[config.mk]
export PLATFORM = sky130hd
export DESIGN_NAME = rpa_csr
export DESIGN_NICKNAME = d
export VERILOG_FILES = /design/src/rpa_pkg.sv /design/src/rpa_csr.sv
export SDC_FILE = /design/constraint.sdc
export NUM_CORES = 1
export LEC_CHECK = 0
export ABC_AREA = 1
export BUFFER_PORTS_ARGS = -buffer_cell sky130_fd_sc_hd__buf_2
export CAP_MARGIN = 10
export CORE_MARGIN = 5
export CORE_UTILIZATION = 51
export DETAILED_ROUTE_END_ITERATION = 6
export PLACE_DENSITY = 0.79
export RECOVER_POWER = 25
export SLEW_MARGIN = 20
export SYNTH_ARGS = -nofsm -noshare
export SYNTH_HDL_FRONTEND = slang
export SYNTH_SLANG_ARGS = --single-unit
[constraint.sdc]
create_clock -name clock -period 3.5 [get_ports clock]
set_input_delay 0.35 -clock clock [delete_from_list [all_inputs] [get_ports clock]]
set_output_delay 0.35 -clock clock [all_outputs]
set_load 0.02 [all_outputs]
[src/rpa_pkg.sv]
// Shared types and codes for the reference-counted page allocator.
package rpa_pkg;

   // Operation codes
   localparam logic [1:0] OP_ALLOC  = 2'd0;
   localparam logic [1:0] OP_FREE   = 2'd1;
   localparam logic [1:0] OP_ADDREF = 2'd2;
   localparam logic [1:0] OP_INIT   = 2'd3;

   // Result status codes
   localparam logic [2:0] ST_OK         = 3'd0;
   localparam logic [2:0] ST_OOM        = 3'd1;
   localparam logic [2:0] ST_BADADDR    = 3'd2;
   localparam logic [2:0] ST_DOUBLEFREE = 3'd3;
   localparam logic [2:0] ST_SATURATED  = 3'd4;

   // Register index, taken from paddr[2]
   localparam logic CSR_IDX_FIRST_PAGE = 1'b0;
   localparam logic CSR_IDX_PAGE_COUNT = 1'b1;

   // Register widths and reset values
   localparam int unsigned FIRST_PAGE_W = 20;
   localparam int unsigned PAGE_COUNT_W = 16;
   localparam logic [15:0] PAGE_COUNT_RESET = 16'h8000;

   // Controller states
   typedef enum logic [1:0] {
      S_IDLE,
      S_DECODE,
      S_WALK,
      S_COMPLETE
   } state_type;

   // Commands from controller to datapath
   typedef struct packed {
      logic accept;
      logic decode;
      logic walk;
      logic complete;
   } ctrl_cmd_type;

   // Status from datapath to controller
   typedef struct packed {
      logic is_init;
      logic walk_last;
   } dp_status_type;

endpackage

[src/rpa_csr.sv]
// Configuration registers and managed window size of the page allocator.
module rpa_csr #(
   parameter int NUM_PAGES  = 32768,
   parameter int PAGE_BYTES = 4096,
   parameter int CNT_W      = $clog2(NUM_PAGES + 1)
) (
   input  logic                                   clock,
   input  logic                                   reset,
   input  logic                                   psel,
   input  logic                                   penable,
   input  logic                                   pwrite,
   input  logic [2:0]                             paddr,
   input  logic [31:0]                            pwdata,
   output logic [31:0]                            prdata,
   output logic                                   pready,
   output logic [rpa_pkg::FIRST_PAGE_W-1:0]       first_page,
   output logic [CNT_W-1:0]                       window
);

   localparam int PS = $clog2(PAGE_BYTES);
   localparam logic [31:0] ADDRESSABLE = 32'(1) << (32 - PS);

   logic [rpa_pkg::FIRST_PAGE_W-1:0] first_page_ff;
   logic [rpa_pkg::PAGE_COUNT_W-1:0] page_count_ff;
   logic [CNT_W-1:0]                 window_ff;
   logic [CNT_W-1:0]                 window_in;
   logic                             wr_en;
   logic [31:0]                      first_c;
   logic [31:0]                      limit_c;
   logic [31:0]                      rem_c;

   assign pready = 1'b1;
   assign wr_en  = psel & penable & pwrite;

   // Register writes
   always_ff @(posedge clock) begin
      if (reset) begin
         first_page_ff <= '0;
         page_count_ff <= rpa_pkg::PAGE_COUNT_RESET;
      end else if (wr_en) begin
         case (paddr[2])
            rpa_pkg::CSR_IDX_FIRST_PAGE: first_page_ff <= pwdata[rpa_pkg::FIRST_PAGE_W-1:0];
            rpa_pkg::CSR_IDX_PAGE_COUNT: page_count_ff <= pwdata[rpa_pkg::PAGE_COUNT_W-1:0];
            default: ;
         endcase
      end
   end

   // Read back
   always_comb begin
      case (paddr[2])
         rpa_pkg::CSR_IDX_FIRST_PAGE: prdata = 32'(first_page_ff);
         rpa_pkg::CSR_IDX_PAGE_COUNT: prdata = 32'(page_count_ff);
         default:                     prdata = '0;
      endcase
   end

   // Clip the page count to the pool size and to the 32-bit address space
   always_comb begin
      first_c = 32'(first_page_ff);
      limit_c = (32'(page_count_ff) > 32'(NUM_PAGES)) ? 32'(NUM_PAGES) : 32'(page_count_ff);
      rem_c   = ADDRESSABLE - first_c;
      if (first_c >= ADDRESSABLE) begin
         window_in = '0;
      end else if (limit_c > rem_c) begin
         window_in = rem_c[CNT_W-1:0];
      end else begin
         window_in = limit_c[CNT_W-1:0];
      end
   end

   always_ff @(posedge clock) begin
      if (reset) begin
         window_ff <= '0;
      end else begin
         window_ff <= window_in;
      end
   end

   assign first_page = first_page_ff;
   assign window     = window_ff;

endmodule

* Word-level counts from Yosys, hierarchy flattened
Cells that the tools add are included.
Storage, ports and cells: memories kept 0, output and inout port bits 69, word-level logic and storage cells 14, bits of input ports 40, flip-flop bits (word level) 52, latch bits 0, RAM bits 0, ROM bits 0
Cells by class: add/sub/neg operators 1, bitwise gates (word level) 3, reductions and logical operators 2, muxes and demuxes 3, magnitude comparators 2, equality and inequality tests 0, shift-type cells 0, $mul 0, divide/modulo/power cells 0
Operator list (number):
- one-hot mux 32 bit (2 select lines) | 1
- greater-than comparator 16 x 32 -> 1 bit | 1
- two-way mux 16 bit | 2
- subtractor 21 x 20 -> 22 bit (first input constant) | 1
- greater-than comparator 16 bit (second input constant) | 1
- AND reduction 2 bit | 2
- AND 1 bit | 2
- NOT 1 bit | 1

* Depth between registers and ports, before layout
depth after elaboration 4, depth in mapped cells 21

* Least setup slack after synthesis
No wires, ideal clock.
kind reg-to-reg, start reg first_page_ff, in the netlist first_page[1], end reg window_ff[14], in the netlist window[14], cell stages (with the launch flop) 20, data arrival time 2560 ps, clock period less this slack 2673 ps, data required time 3387 ps, setup time 113 ps, path slack 827 ps, cells stage by stage dfxtp_1 inv_1 ha_1 nand2_2 nor2_4 nand2_1 nor2_1 xor2_1 ha_1 nand2_1 nor2_1 nand2_1 nor2_1 nor2_1 nand3_4 nor2_8 buf_8 nand2_1 nand2_1 nor2_1
On the way: word-level cells in the longest chain between the ends 3
Ends and longest elaborated chain:
- start, declared | line rpa_csr.sv:23 | logic [rpa_pkg::FIRST_PAGE_W-1:0] first_page_ff;
- start signal, assigned | line rpa_csr.sv:42 | rpa_pkg::CSR_IDX_FIRST_PAGE: first_page_ff <= pwdata[rpa_pkg::FIRST_PAGE_W-1:0];
- subtractor 21 x 20 -> 22 bit * | line rpa_csr.sv:62 | rem_c = ADDRESSABLE - first_c;
- greater-than comparator 16 x 32 -> 1 bit | line rpa_csr.sv:65 | end else if (limit_c > rem_c) begin
- two-way mux 16 bit * | line rpa_csr.sv:65
- end signal, assigned | line rpa_csr.sv:76 | window_ff <= window_in;
- end, declared | line rpa_csr.sv:25 | logic [CNT_W-1:0] window_ff;
Mark *: on every way between the ends. The rest lies on a longest branch, timed or not. A chain may end at the register's enable or synchronous reset.

* Worst setup path in the final report
start reg first_page_ff, in the netlist first_page[1], end reg window_ff[5], in the netlist window[5]
The elaborated chain is that of the path after synthesis.

==> reports/metrics.yaml <==
outcome:
  run_status: "finished clean"
grt:
  gr-usage-all-layers_pct: 20.7
  antenna_found_initial: 0
  grt_pass1_vias: 2778
  grt_first_pass_wirelength_um: 12900
  grt_max_degree: 39
  grt_overflow: 0
clock_network:
  holdBufCountCts: 0
  cts_tree: "built"
  cts_root_buf: "clkbuf_8"
  clock_sinks: 52
  clock_latency_ns: 0.30
  cts_buffers: 5
  max-clock-path-buffers: 2
  clkTransAtPathRegs_ns: 0.09
  htree_levels: 2
  post_cts_resized: 0
  postCtsSetupBuffers: 0
logic_synthesis:
  yosysTopAreaCell: "dfxtp_1"
  synth.area.top_cells: "dfxtp_1 33%, nand2_1 9.7%, nor2_1 9.4%"
  synth_seq_cells: 52
  yosysWarnings: 0
  yosys.cell_types.count: 28
  syn_inst: 469
  synth_top_cell_area_share_pct: 32.8
  seq_area_frac_synth_pct: 32.8
  syn_area_um2: 3170
  syn_avg_cell_area_um2: 6.76
setup_path:
  crit-reg2reg-launch: "first_page[1]"
  start_kind: "register"
  reg2reg_depth: 18
  worstPathRequired_ns: 3.70
  rr_endpoint: "window[5]"
  critPathMaxFanout: 27
  reg2reg_slack_ns: 0.51
  cp-end-kind: "register"
  crit_arrival_ns: 3.19
  crit_type: "reg2reg"
route:
  drt_drc_violations_left: 0
  vias: 3071
  first_pass_iters: 5
  first_iter_violations: 175
  routed_wl_um: 8110
  final_antenna_net_count: 0
  avgViaCountPerCell: 5.00
  post_drt_wl_per_cell_um: 13.2
placed_design:
  post-dp-hpwl_um: 6340
  gp_congestion: 0.928
  portBuffers: 81
  place_area_um2: 3530
timing:
  finalMaxSlewViolations: 0
  tightestPinTransition_ns: 0.836
  setup_viol: 0
  max_freq_mhz: 334
  fin_tns_setup_ns: 0
  holdWs_ns: 0.270
  timing.slew.headroom_pct: 44.2
  min_period_ns: 2.99
  hold_viol: 0
  finClkSkew_ns: 0.00535
  rsz0062_at_grt: "false"
  finalCritPeriodShare_pct: 85.5
die:
  die_x_um: 88.8
  die_y_um: 88.8
  boundaryPins: 109
  initial_core_util_pct: 52.9
  coreArea_um2: 5990
  die_area_um2: 7890
  rows: 28
pwr:
  combPwrFrac_pct: 26.6
  p_per_area_nw_per_um2: 402
  p_leak_nw: 1.77
  p_int_w: 0.000970
  pwr-share-clk_pct: 30.1
  ir_drop_uv: 265
  switching_share_pct: 33.2
  power_frac_seq_pct: 43.3
  p_total_w: 0.00145
  power.switching_w: 0.000483
final_layout:
  multiInputGateArea_um2: 1760
  fillerInstances: 587
  insertedDiodeCount: 0
  finalInstanceArea_um2: 3620
  seq_area_um2: 1040
  final_nets: 595
  layout-drive-gt1-share_pct: 15.8
  area_growth_pct: 14.0
worst_hold_path:
  hp-class: "in2reg"
  whs_path_depth: 3
  worstHoldStart: "pwdata[15]"
  min_to: "page_count_ff[15]"
flow_run:
  drv_cap: 0
## worst max-delay path by stage
stage | startpoint | end | slack [ns] | cells past startpoint
floorplan | first_page[1] | window[14] | 0.83 | 19
global placement | first_page[1] | window[9] | 0.63 | 18
detailed placement | first_page[1] | window[9] | 0.55 | 18
CTS | first_page[1] | window[5] | 0.53 | 17
global route | first_page[1] | window[9] | 0.23 | 18
finish | first_page[1] | window[5] | 0.51 | 18
## per-layer routing
metal  routed length, um  part of all wire (%)  vias to the layer above  track usage [%]
met4                 108                   1.3                        0             4.81
met3                 618                   7.6                        9             3.45
met2                3610                    45                      123             32.9
met5                   0                     0                        -                0
li1                    -                     -                     1599                -
met1                3780                    47                     1340             29.4
## Yosys cell counts (all sizes together)
library cell / n
o21a: 1
buf: 16
nand4: 7
and2: 2
clkbuf: 17
nor2: 86
conb: 2
ha: 17
nor3: 3
nand2: 90
nand3: 10
dfxtp: 52
o21ai: 58
a21oi: 38
nor4: 3
xor2: 13
inv: 54
## sequential cells by signal, summed over array words and instances (netlist names)
register	flops
page_count_ff	16
window	16
first_page	20
## cells by family after synthesis
logic type | after synthesis | share of synthesized area, %
AO/OA/AOI/OAI | 97 | 15.4
XOR/XNOR | 13 | 3.59
adder cells (fa/ha/maj) | 17 | 6.71
buffers and inverters | 87 | 12.9
flip-flops | 52 | 32.8
other | 2 | 0.237
AND/OR/NAND/NOR | 201 | 28.4
## cell usage in the layout (no fill, tap or decap), drive strengths merged, types with 17 or more instances in the layout
cell type  netlist  routed
dfxtp           52      52
o21ai           58      58
a21oi           38      38
nand2           90      90
buf             16      57
clkbuf          17      33
ha              17      17
inv             54      54
nor2            86      86
## critical path, cell delays in order, from the launching register on
cell,delay (ns)
dfxtp_1,0.32
inv_1,0.13
ha_1,0.22
nand2_2,0.11
nor2_4,0.21
nand2_1,0.11
nor2_1,0.12
xor2_1,0.23
ha_1,0.27
nand2_1,0.08
nor2_1,0.06
nand2_1,0.09
nor2_1,0.05
nor2_1,0.17
nand3_4,0.13
nor2_8,0.33
nand2_1,0.10
nand2_1,0.08
nor2_1,0.05
## cell type report
type | instances | share of cell area [%]
Inverter | 54 | 5.61
Timing Repair Buffer | 84 | 10.9
Clock inverter | 2 | 1.07
Tap cell | 75 | 2.60
Multi-Input combinational cell | 341 | 48.8
Sequential cell | 52 | 28.8
Clock buffer | 6 | 2.28
## power by group through the flow
stage               combinational (W)  clock [W]  sequential [W]
detailed placement           0.000385          0        0.000642
CTS                          0.000387   0.000447        0.000629
floorplan                    0.000289          0        0.000655
global placement             0.000379          0        0.000642
global route                 0.000435   0.000467        0.000632
finish                       0.000386   0.000437        0.000630
## per-stage QoR
stage               util [%]  std cells  setup slack (ns)
finish                  60.4        614             0.506
global route            60.4        614             0.229
CTS                     60.9        614             0.528
detailed placement      58.9        606             0.546
global placement        58.9        606             0.626
floorplan                  -        480             0.827
Power figures use the tool's default switching activity.
