--- src/rpa_pkg.sv ---
// Shared types and codes for the reference-counted page allocator.
package rpa_pkg;

   // Operation codes
   localparam logic [1:0] OP_ALLOC  = 2'd0;
   localparam logic [1:0] OP_FREE   = 2'd1;
   localparam logic [1:0] OP_ADDREF = 2'd2;
   localparam logic [1:0] OP_INIT   = 2'd3;

   // Result status codes
   localparam logic [2:0] ST_OK         = 3'd0;
   localparam logic [2:0] ST_OOM        = 3'd1;
   localparam logic [2:0] ST_BADADDR    = 3'd2;
   localparam logic [2:0] ST_DOUBLEFREE = 3'd3;
   localparam logic [2:0] ST_SATURATED  = 3'd4;

   // Register index, taken from paddr[2]
   localparam logic CSR_IDX_FIRST_PAGE = 1'b0;
   localparam logic CSR_IDX_PAGE_COUNT = 1'b1;

   // Register widths and reset values
   localparam int unsigned FIRST_PAGE_W = 20;
   localparam int unsigned PAGE_COUNT_W = 16;
   localparam logic [15:0] PAGE_COUNT_RESET = 16'h8000;

   // Controller states
   typedef enum logic [1:0] {
      S_IDLE,
      S_DECODE,
      S_WALK,
      S_COMPLETE
   } state_type;

   // Commands from controller to datapath
   typedef struct packed {
      logic accept;
      logic decode;
      logic walk;
      logic complete;
   } ctrl_cmd_type;

   // Status from datapath to controller
   typedef struct packed {
      logic is_init;
      logic walk_last;
   } dp_status_type;

endpackage

--- src/rpa_ctrl.sv ---
// Controller state machine of the page allocator.
module rpa_ctrl (
   input  logic                   clock,
   input  logic                   reset,
   input  logic                   start,
   output logic                   busy,
   input  rpa_pkg::dp_status_type dp_status,
   output rpa_pkg::ctrl_cmd_type  cmd
);

   rpa_pkg::state_type state_ff;
   rpa_pkg::state_type state_in;
   logic               accept;

   // State register
   always_ff @(posedge clock) begin
      if (reset) begin
         state_ff <= rpa_pkg::S_IDLE;
      end else begin
         state_ff <= state_in;
      end
   end

   // Next state and commands; a new transaction may enter while the last one completes
   always_comb begin
      busy     = !(state_ff == rpa_pkg::S_IDLE || state_ff == rpa_pkg::S_COMPLETE);
      accept   = start & ~busy;
      state_in = state_ff;
      cmd      = '0;
      cmd.accept = accept;
      case (state_ff)
         rpa_pkg::S_IDLE: begin
            if (accept) state_in = rpa_pkg::S_DECODE;
         end
         rpa_pkg::S_DECODE: begin
            cmd.decode = 1'b1;
            state_in   = dp_status.is_init ? rpa_pkg::S_WALK : rpa_pkg::S_COMPLETE;
         end
         rpa_pkg::S_WALK: begin
            cmd.walk = 1'b1;
            if (dp_status.walk_last) state_in = rpa_pkg::S_COMPLETE;
         end
         rpa_pkg::S_COMPLETE: begin
            cmd.complete = 1'b1;
            state_in     = accept ? rpa_pkg::S_DECODE : rpa_pkg::S_IDLE;
         end
         default: state_in = rpa_pkg::S_IDLE;
      endcase
   end

`ifndef SYNTHESIS
   a_accept_decodes: assert property (@(posedge clock) disable iff (reset)
      (start && !busy) |=> state_ff == rpa_pkg::S_DECODE)
      else $error("accepted transaction did not enter decode");
   a_complete_once: assert property (@(posedge clock) disable iff (reset)
      cmd.complete |=> (state_ff == rpa_pkg::S_IDLE || state_ff == rpa_pkg::S_DECODE))
      else $error("complete state lasted more than one cycle");
   a_one_phase: assert property (@(posedge clock) disable iff (reset)
      $onehot0({cmd.decode, cmd.walk, cmd.complete}))
      else $error("more than one datapath phase commanded");
`endif

endmodule

--- config.mk ---
export PLATFORM = sky130hd
export DESIGN_NAME = rpa_ctrl
export DESIGN_NICKNAME = d
export VERILOG_FILES = /design/src/rpa_pkg.sv /design/src/rpa_ctrl.sv
export SDC_FILE = /design/constraint.sdc
export NUM_CORES = 1
export LEC_CHECK = 0
export ABC_AREA = 0
export BUFFER_PORTS_ARGS = -buffer_cell sky130_fd_sc_hd__clkbuf_2
export CAP_MARGIN = 15
export CORE_AREA = 8 8 45 47
export DETAILED_ROUTE_END_ITERATION = 6
export DIE_AREA = 0 0 53 55
export HOLD_SLACK_MARGIN = 0.03
export SLEW_MARGIN = 20
export SYNTH_ARGS = -nofsm -noshare
export SYNTH_HDL_FRONTEND = slang
export SYNTH_SLANG_ARGS = --single-unit
--- constraint.sdc ---
create_clock -name clock -period 1.6 [get_ports clock]
set_input_delay 0.16 -clock clock [delete_from_list [all_inputs] [get_ports clock]]
set_output_delay 0.16 -clock clock [all_outputs]
set_load 0.02 [all_outputs]
# == Yosys cells after proc, flatten, opt, wreduce, memory -nomap -nowiden ==
# Cells that the tools add are included.
# op_classes
n_addsub,0
n_mul,0
div,0
magnitude_cmp,0
n_eq_ne,5
shift,0
n_mux,8
n_bitwise,1
n_reduce_logical,4
# op_table
op,n
2-bit one-hot mux with 4 select lines,1
1-bit 2-to-1 mux,5
2-bit equality test (second input constant),2
2-bit 2-to-1 mux,2
2-bit inequality test (second input constant),2
2-bit by 1-bit equality test with 1-bit output (second input constant),1
2-bit logical NOT,1
2-bit AND reduction,1
1-bit bitwise AND,1
1-bit logical NOT,1
1-bit logical OR,1
# totals
ff_bits,2
latch_bits,0
ramBits,0
mem_bits_ro,0
in_bits,5
output_inout_bits,5
word_cells,19
memories,0

# == Logic depth before layout (Yosys ltp) ==
# Gate-level depths: netlist of the first run.
# logic_depth
ltp_word,5
depth_mapped,5
ltp_nobuf,5

# == Least setup slack after synthesis of the first run ==
# OpenSTA, ideal clock, no wires.
# synth_timing
kind,reg2reg
startpoint,register state_ff[1]
endpoint,register state_ff[0]
setup_time_ns,0.086
arrival_ns,1.415
t_required_ns,1.514
setup_slack_ns,0.099
stages_incl_launch_ff,6
n_path_buf,0
synth_period_minus_slack_ns,1.501
cell_sequence,dfxtp_1 inv_1 ha_1 nand2b_1 a21o_2 a211oi_1
# synth_between
elab_chain_cells,5
word_cells_on_any_way,11
cone_classes,eq/ne: 5; mux: 2; bitwise: 1; reduce/logical: 3
# synth_rtl
item,line,rtl
from (decl),rpa_ctrl.sv:11,rpa_pkg::state_type state_ff;
from (signal assigned),rpa_ctrl.sv:18,state_ff <= rpa_pkg::S_IDLE;
from (signal assigned),rpa_ctrl.sv:20,state_ff <= state_in;
2-bit equality test / 2-bit logical NOT (equally long branches),"rpa_ctrl.sv:26, rpa_ctrl.sv:31",
1-bit logical OR,rpa_ctrl.sv:26,busy = !(state_ff == rpa_pkg::S_IDLE || state_ff == rpa_pkg::S_COMPLETE);
1-bit bitwise AND,rpa_ctrl.sv:27,accept = start & ~busy;
1-bit 2-to-1 mux / 2-bit inequality test (equally long branches),--,
2-bit one-hot mux with 4 select lines / 2-bit AND reduction (equally long branches),--,
# Several ways; a longest one is shown, not always the timed one.
# A chain may end at the register's enable or synchronous reset.

==> results of run 1 <==
what timing repair did:
action | CTS | global route
cloned | 0 | 0
setup endpoints to repair | 1 | 1
resized for setup | 1 | 1
cells by family after synthesis:
| logic type | Yosys count | share of synthesized area, % |
|---|---|---|
| simple gates | 5 | 18.5 |
| buf+inv | 5 | 10.7 |
| fa+ha+maj | 5 | 29.8 |
| compound gates | 6 | 22.0 |
| flops | 2 | 19.0 |
layer usage:
metal,global-route usage (%),share of wire [%],up-vias
li1,-,-,104
met1,4.99,42,85
met2,6.64,48,8
met3,1.34,9.5,0
met4,5.17,0,0
met5,0,0,-
worst paths after layout:
| path | start | to | depth (start not counted) |
|---|---|---|---|
| worst max-delay path | state_ff[0] | cmd[3] | 5 |
| worst min-delay path | reset | state_ff[0] | 2 |
| worst max register to register | state_ff[0] | state_ff[0] | 5 |
| worst min register to register | state_ff[0] | state_ff[0] | 2 |
power breakdown:
part / leakage (nW) / total, mW / switching (mW) / internal [mW]
clock: 0.0138 / 0.112 / 0.0289 / 0.0827
sequential: 0.0165 / 0.0883 / 0.0158 / 0.0725
combinational: 0.125 / 0.438 / 0.236 / 0.201
total: 0.156 / 0.637 / 0.281 / 0.357
cell usage in the layout, fill, tap and decap left out:
| master | count |
|---|---|
| buf_4 | 1 |
| a211oi_1 | 1 |
| or3b_1 | 1 |
| a211o_2 | 1 |
| nor2b_1 | 1 |
| clkbuf_2 | 9 |
| a21o_2 | 1 |
| nand2b_1 | 1 |
| clkbuf_4 | 3 |
| inv_2 | 1 |
| dfxtp_1 | 2 |
| ha_4 | 1 |
| o21ai_0 | 1 |
| a31oi_1 | 1 |
| ha_1 | 4 |
| a221oi_1 | 1 |
| inv_1 | 3 |
| nand2_1 | 1 |
| nor2b_4 | 1 |
worst max-delay path: stages, from the launching register on:
cell and delay [ps]:
dfxtp_1 370, inv_2 90, ha_4 250, nand2b_1 170, inv_1 70, clkbuf_2 160
layout make-up:
type	instances	area, sq um
well taps	16	20.0
repair buffers	10	52.6
clock buffers	3	22.5
multi-input cells	16	160
inverters	4	15.0
fillers	154	1070
flip-flops and latches	2	40.0
cell usage after synthesis:
cell type,instances
or3b_1,1
nand2_1,1
a31oi_1,1
nand2b_1,1
a221oi_1,1
dfxtp_1,2
a21o_2,1
nor2b_4,1
buf_4,1
a211oi_1,1
a211o_2,1
o21ai_0,1
ha_1,5
nor2b_1,1
inv_1,4
metrics by stage:
step	utilization [%]	setup WS [ps]	power [mW]	hold slack, ps
2_1_floorplan	-	99.3	0.399	229
3_3_place_gp	19.9	153	0.484	351
3_5_place_dp	19.9	117	0.495	343
4_1_cts	22.4	61.7	0.648	109
5_1_grt	22.4	20.4	0.714	112
6_report	22.4	119	0.637	111
==> reports/metrics.csv, run 1 <==
metric,value,unit
leakage,0.156,nW
final_antenna_net_count,0,
finalWirelength,555,um
dieWidth,53,um
fmax,0.675,GHz
regMostFlops,state_ff,
slew_headroom,82.9,%
regToRegSetupSlack,170,ps
diodes,0,
synth_seq_cells,2,
start_util,15.2,%
die_height,55,um
first_pass_iters,4,
min_period,1480,ps
yosysSeqAreaShare,19.0,%
status,"complete, no violations",
syn_nets,33,
hold_class,in2reg,
postCtsSetupRepairBufs,0,
drt-wirelength-per-cell,10.9,um
top_regs,state_ff x2,
hold_viol,0,
dp_cells,48,
overflow,0,
largest_register_ffs,2,
peakVddDrop,0.513,mV
clk_pin_slew,30,ps
first_iter_violations,12,
grt_start_max_net_pins,5,
synth_top_area_cell,ha_1,
drive_above_1_share,51.4,%
antenna_found_initial,0,
rsz0062_at_grt,false,
hpwl,445,um
clock-root-buffer,clkbuf_4,
synthCells,23,
grt_pass1_wl,945,um
dieArea,2920,sq um
maxCapViolations,0,
insertion_delay,220,ps
critPathKind,reg2out,
drcViolationCount,0,
io_buffers,9,
cp-start-kind,flip-flop,
clockBufferDepth,2,
finalNetCount,47,
final_cell_area,310,sq um
core-area,1380,sq um
crit_fanout,4,
endpoint_kind,primary output,
post_synth_instance_area,210,sq um
yosys.cell_types.count,15,
placed_area,275,sq um
via_per_inst,3.86,
grt_pass1_vias,237,
cts_hold_buf,0,
cts_inserted_buffers,3,
synthTopCellsByArea,"ha_1, dfxtp_1, inv_1",
synth_top_area_share,29.8,%
clkSinkCount,2,
fin_cells,51,
cts_tree,yes,
yosys_warnings,0,
maxSlewViolCount,0,
final.setup_skew,1.22,ps
via_count,197,
finalSetupTns,0,ps
std_cell_rows,14,
finalCritPeriodShare,92.6,%
worst_slew_pin_slew,257,ps
setup_violations,0,
p_per_area,2050,nW/um^2
area_growth,47.6,%
synth_area_per_cell,9.14,sq um
cp.required,1440,ps
worstPathArrival,1320,ps
gp_congestion,0.713,
cts.htree.levels,1,
num_io_pins,10,
grt_use_total,4.58,%
(Power assumes the default switching activity.)
==> run 2, diff against run 1 <==
GPL_ROUTABILITY_DRIVEN = 0   (was default)
PLACE_DENSITY = 0.37   (was default)
==> run 2 against run 1 <==
Clock-buffer cell count stayed put; maximum frequency is 1.5% lower; utilization is 0.72 points lower; flip-flop and latch count stayed put; final cell count stayed put; worst hold slack worse by 4.0 ps; clock skew is 0.66 ps higher; setup slack worse by 22 ps; largest cell class unchanged; highest routed layer unchanged.
==> reports/metrics.csv, run 2 (same netlist as run 1, synthesis figures left out) <==
metric,value,unit
area_growth,42.9,%
clock-root-buffer,clkbuf_4,
layout_commonest_cell,clkbuf_2,
pwr-share-comb,65.2,%
grt_most_used_layer,met2,
clkSinkCount,2,
start_util,15.2,%
cts_hold_buf,0,
cp.required,1440,ps
clockBufferDepth,2,
diodes,0,
hold_class,in2reg,
hold_end,state_ff[1],
cp-start-kind,flip-flop,
setup_violations,0,
io_buffers,9,
p_int,345,uW
drt-wirelength-per-cell,10.5,um
regToRegSetupSlack,160,ps
hpwl,427,um
cts_tree,yes,
worstPathArrival,1340,ps
final_antenna_net_count,0,
p_seq_share,16.9,%
std_cell_rows,14,
fin_cells,51,
via_per_inst,4.04,
grt_start_max_net_pins,6,
overflow,0,
hold_path_depth,2,
first_iter_violations,6,
crit_fanout,5,
maxCapViolations,0,
insertion_delay,220,ps
multi_input_area,148,sq um
grt_pass1_wl,759,um
core-area,1380,sq um
clock_power_share,18.0,%
r2r_end,state_ff[0],
min_period,1500,ps
grt.met3_usage,2.14,%
hp-start,reset,
dieArea,2920,sq um
via_count,206,
cts.htree.levels,1,
grt_pass1_vias,197,
finalCritPeriodShare,93.9,%
slew_headroom,82.8,%
dieWidth,53,um
regMostFlops,state_ff,
largest_register_ffs,2,
drcViolationCount,0,
peakVddDrop,0.333,mV
worstRegToRegCells,5,
hold_viol,0,
n_fill_cell,164,
status,"complete, no violations",
maxSlewViolCount,0,
p_per_area,2070,nW/um^2
rsz0062_at_grt,false,
leakage,0.155,nW
finalNetCount,47,
switching_power,276,uW
endpoint_kind,primary output,
final.setup_skew,1.88,ps
switching_share,44.4,%
num_io_pins,10,
seq_area,42.5,sq um
drive_above_1_share,54.3,%
first_pass_iters,4,
clk_pin_slew,30,ps
gr-usage-met2,6.45,%
cts_inserted_buffers,3,
dp_cells,48,
finalSetupTns,0,ps
layout_common_cells,"clkbuf_2, ha_1, inv_1, clkbuf_4, dfxtp_2",
fmax,0.665,GHz
postCtsSetupRepairBufs,0,
critPathKind,reg2out,
finalWirelength,535,um
grt_use_total,3.65,%
worst_slew_pin_slew,258,ps
r2r_start,state_ff[1],
met1_usage,2.57,%
antenna_found_initial,0,
die_height,55,um
top_regs,state_ff x2,
[run 2: power by group through the flow]
stage	registers [mW]	clock network [mW]	logic, mW
6_report	0.105	0.112	0.405
5_1_grt	0.110	0.121	0.445
4_1_cts	0.0979	0.117	0.408
3_5_place_dp	0.0990	0	0.405
3_3_place_gp	0.0989	0	0.410
2_1_floorplan	0.0900	0	0.309
[run 2: worst max-delay path by stage]
stage               slack, ps     endpoint   startpoint
CTS                         6       cmd[3]  state_ff[1]
finish                    100       cmd[3]  state_ff[1]
global placement          120  state_ff[0]  state_ff[1]
floorplan                 100  state_ff[0]  state_ff[1]
global route               30       cmd[3]  state_ff[1]
detailed placement        110  state_ff[1]  state_ff[1]
[run 2: area by class of cell]
class	instances	share of cell area (%)
Inverter	4	5.00
Clock buffer	3	7.50
Multi-Input combinational cell	16	49.2
Timing Repair Buffer	10	17.5
Sequential cell	2	14.2
Tap cell	16	6.67
[run 2: worst max-delay path, cell delays in order, from the launching register on]
cell and delay (ps):
dfxtp_2 360, inv_1 80, ha_1 280, nand2b_1 180
inv_1 60, clkbuf_2 160
[run 2: what timing repair did]
item	CTS	global route
setup endpoints to repair	0	1
hold endpoints to repair	0	0
resized for setup	0	3
[run 2: metrics by stage]
step	hold slack (ps)	utilization [%]	power [mW]	instance area, sq um	setup slack [ps]
global route	126	21.7	0.675	300	26.2
detailed placement	342	19.9	0.504	275	115
CTS	104	21.5	0.623	298	5.89
floorplan	229	-	0.399	210	99.3
global placement	350	19.9	0.509	275	121
finish	107	21.7	0.622	300	97.3
[run 2: per-layer routing]
metal,up-vias,share of wire (%)
met4,0,0
met3,0,6.7
met2,5,61
met5,-,0
met1,99,32
li1,102,-
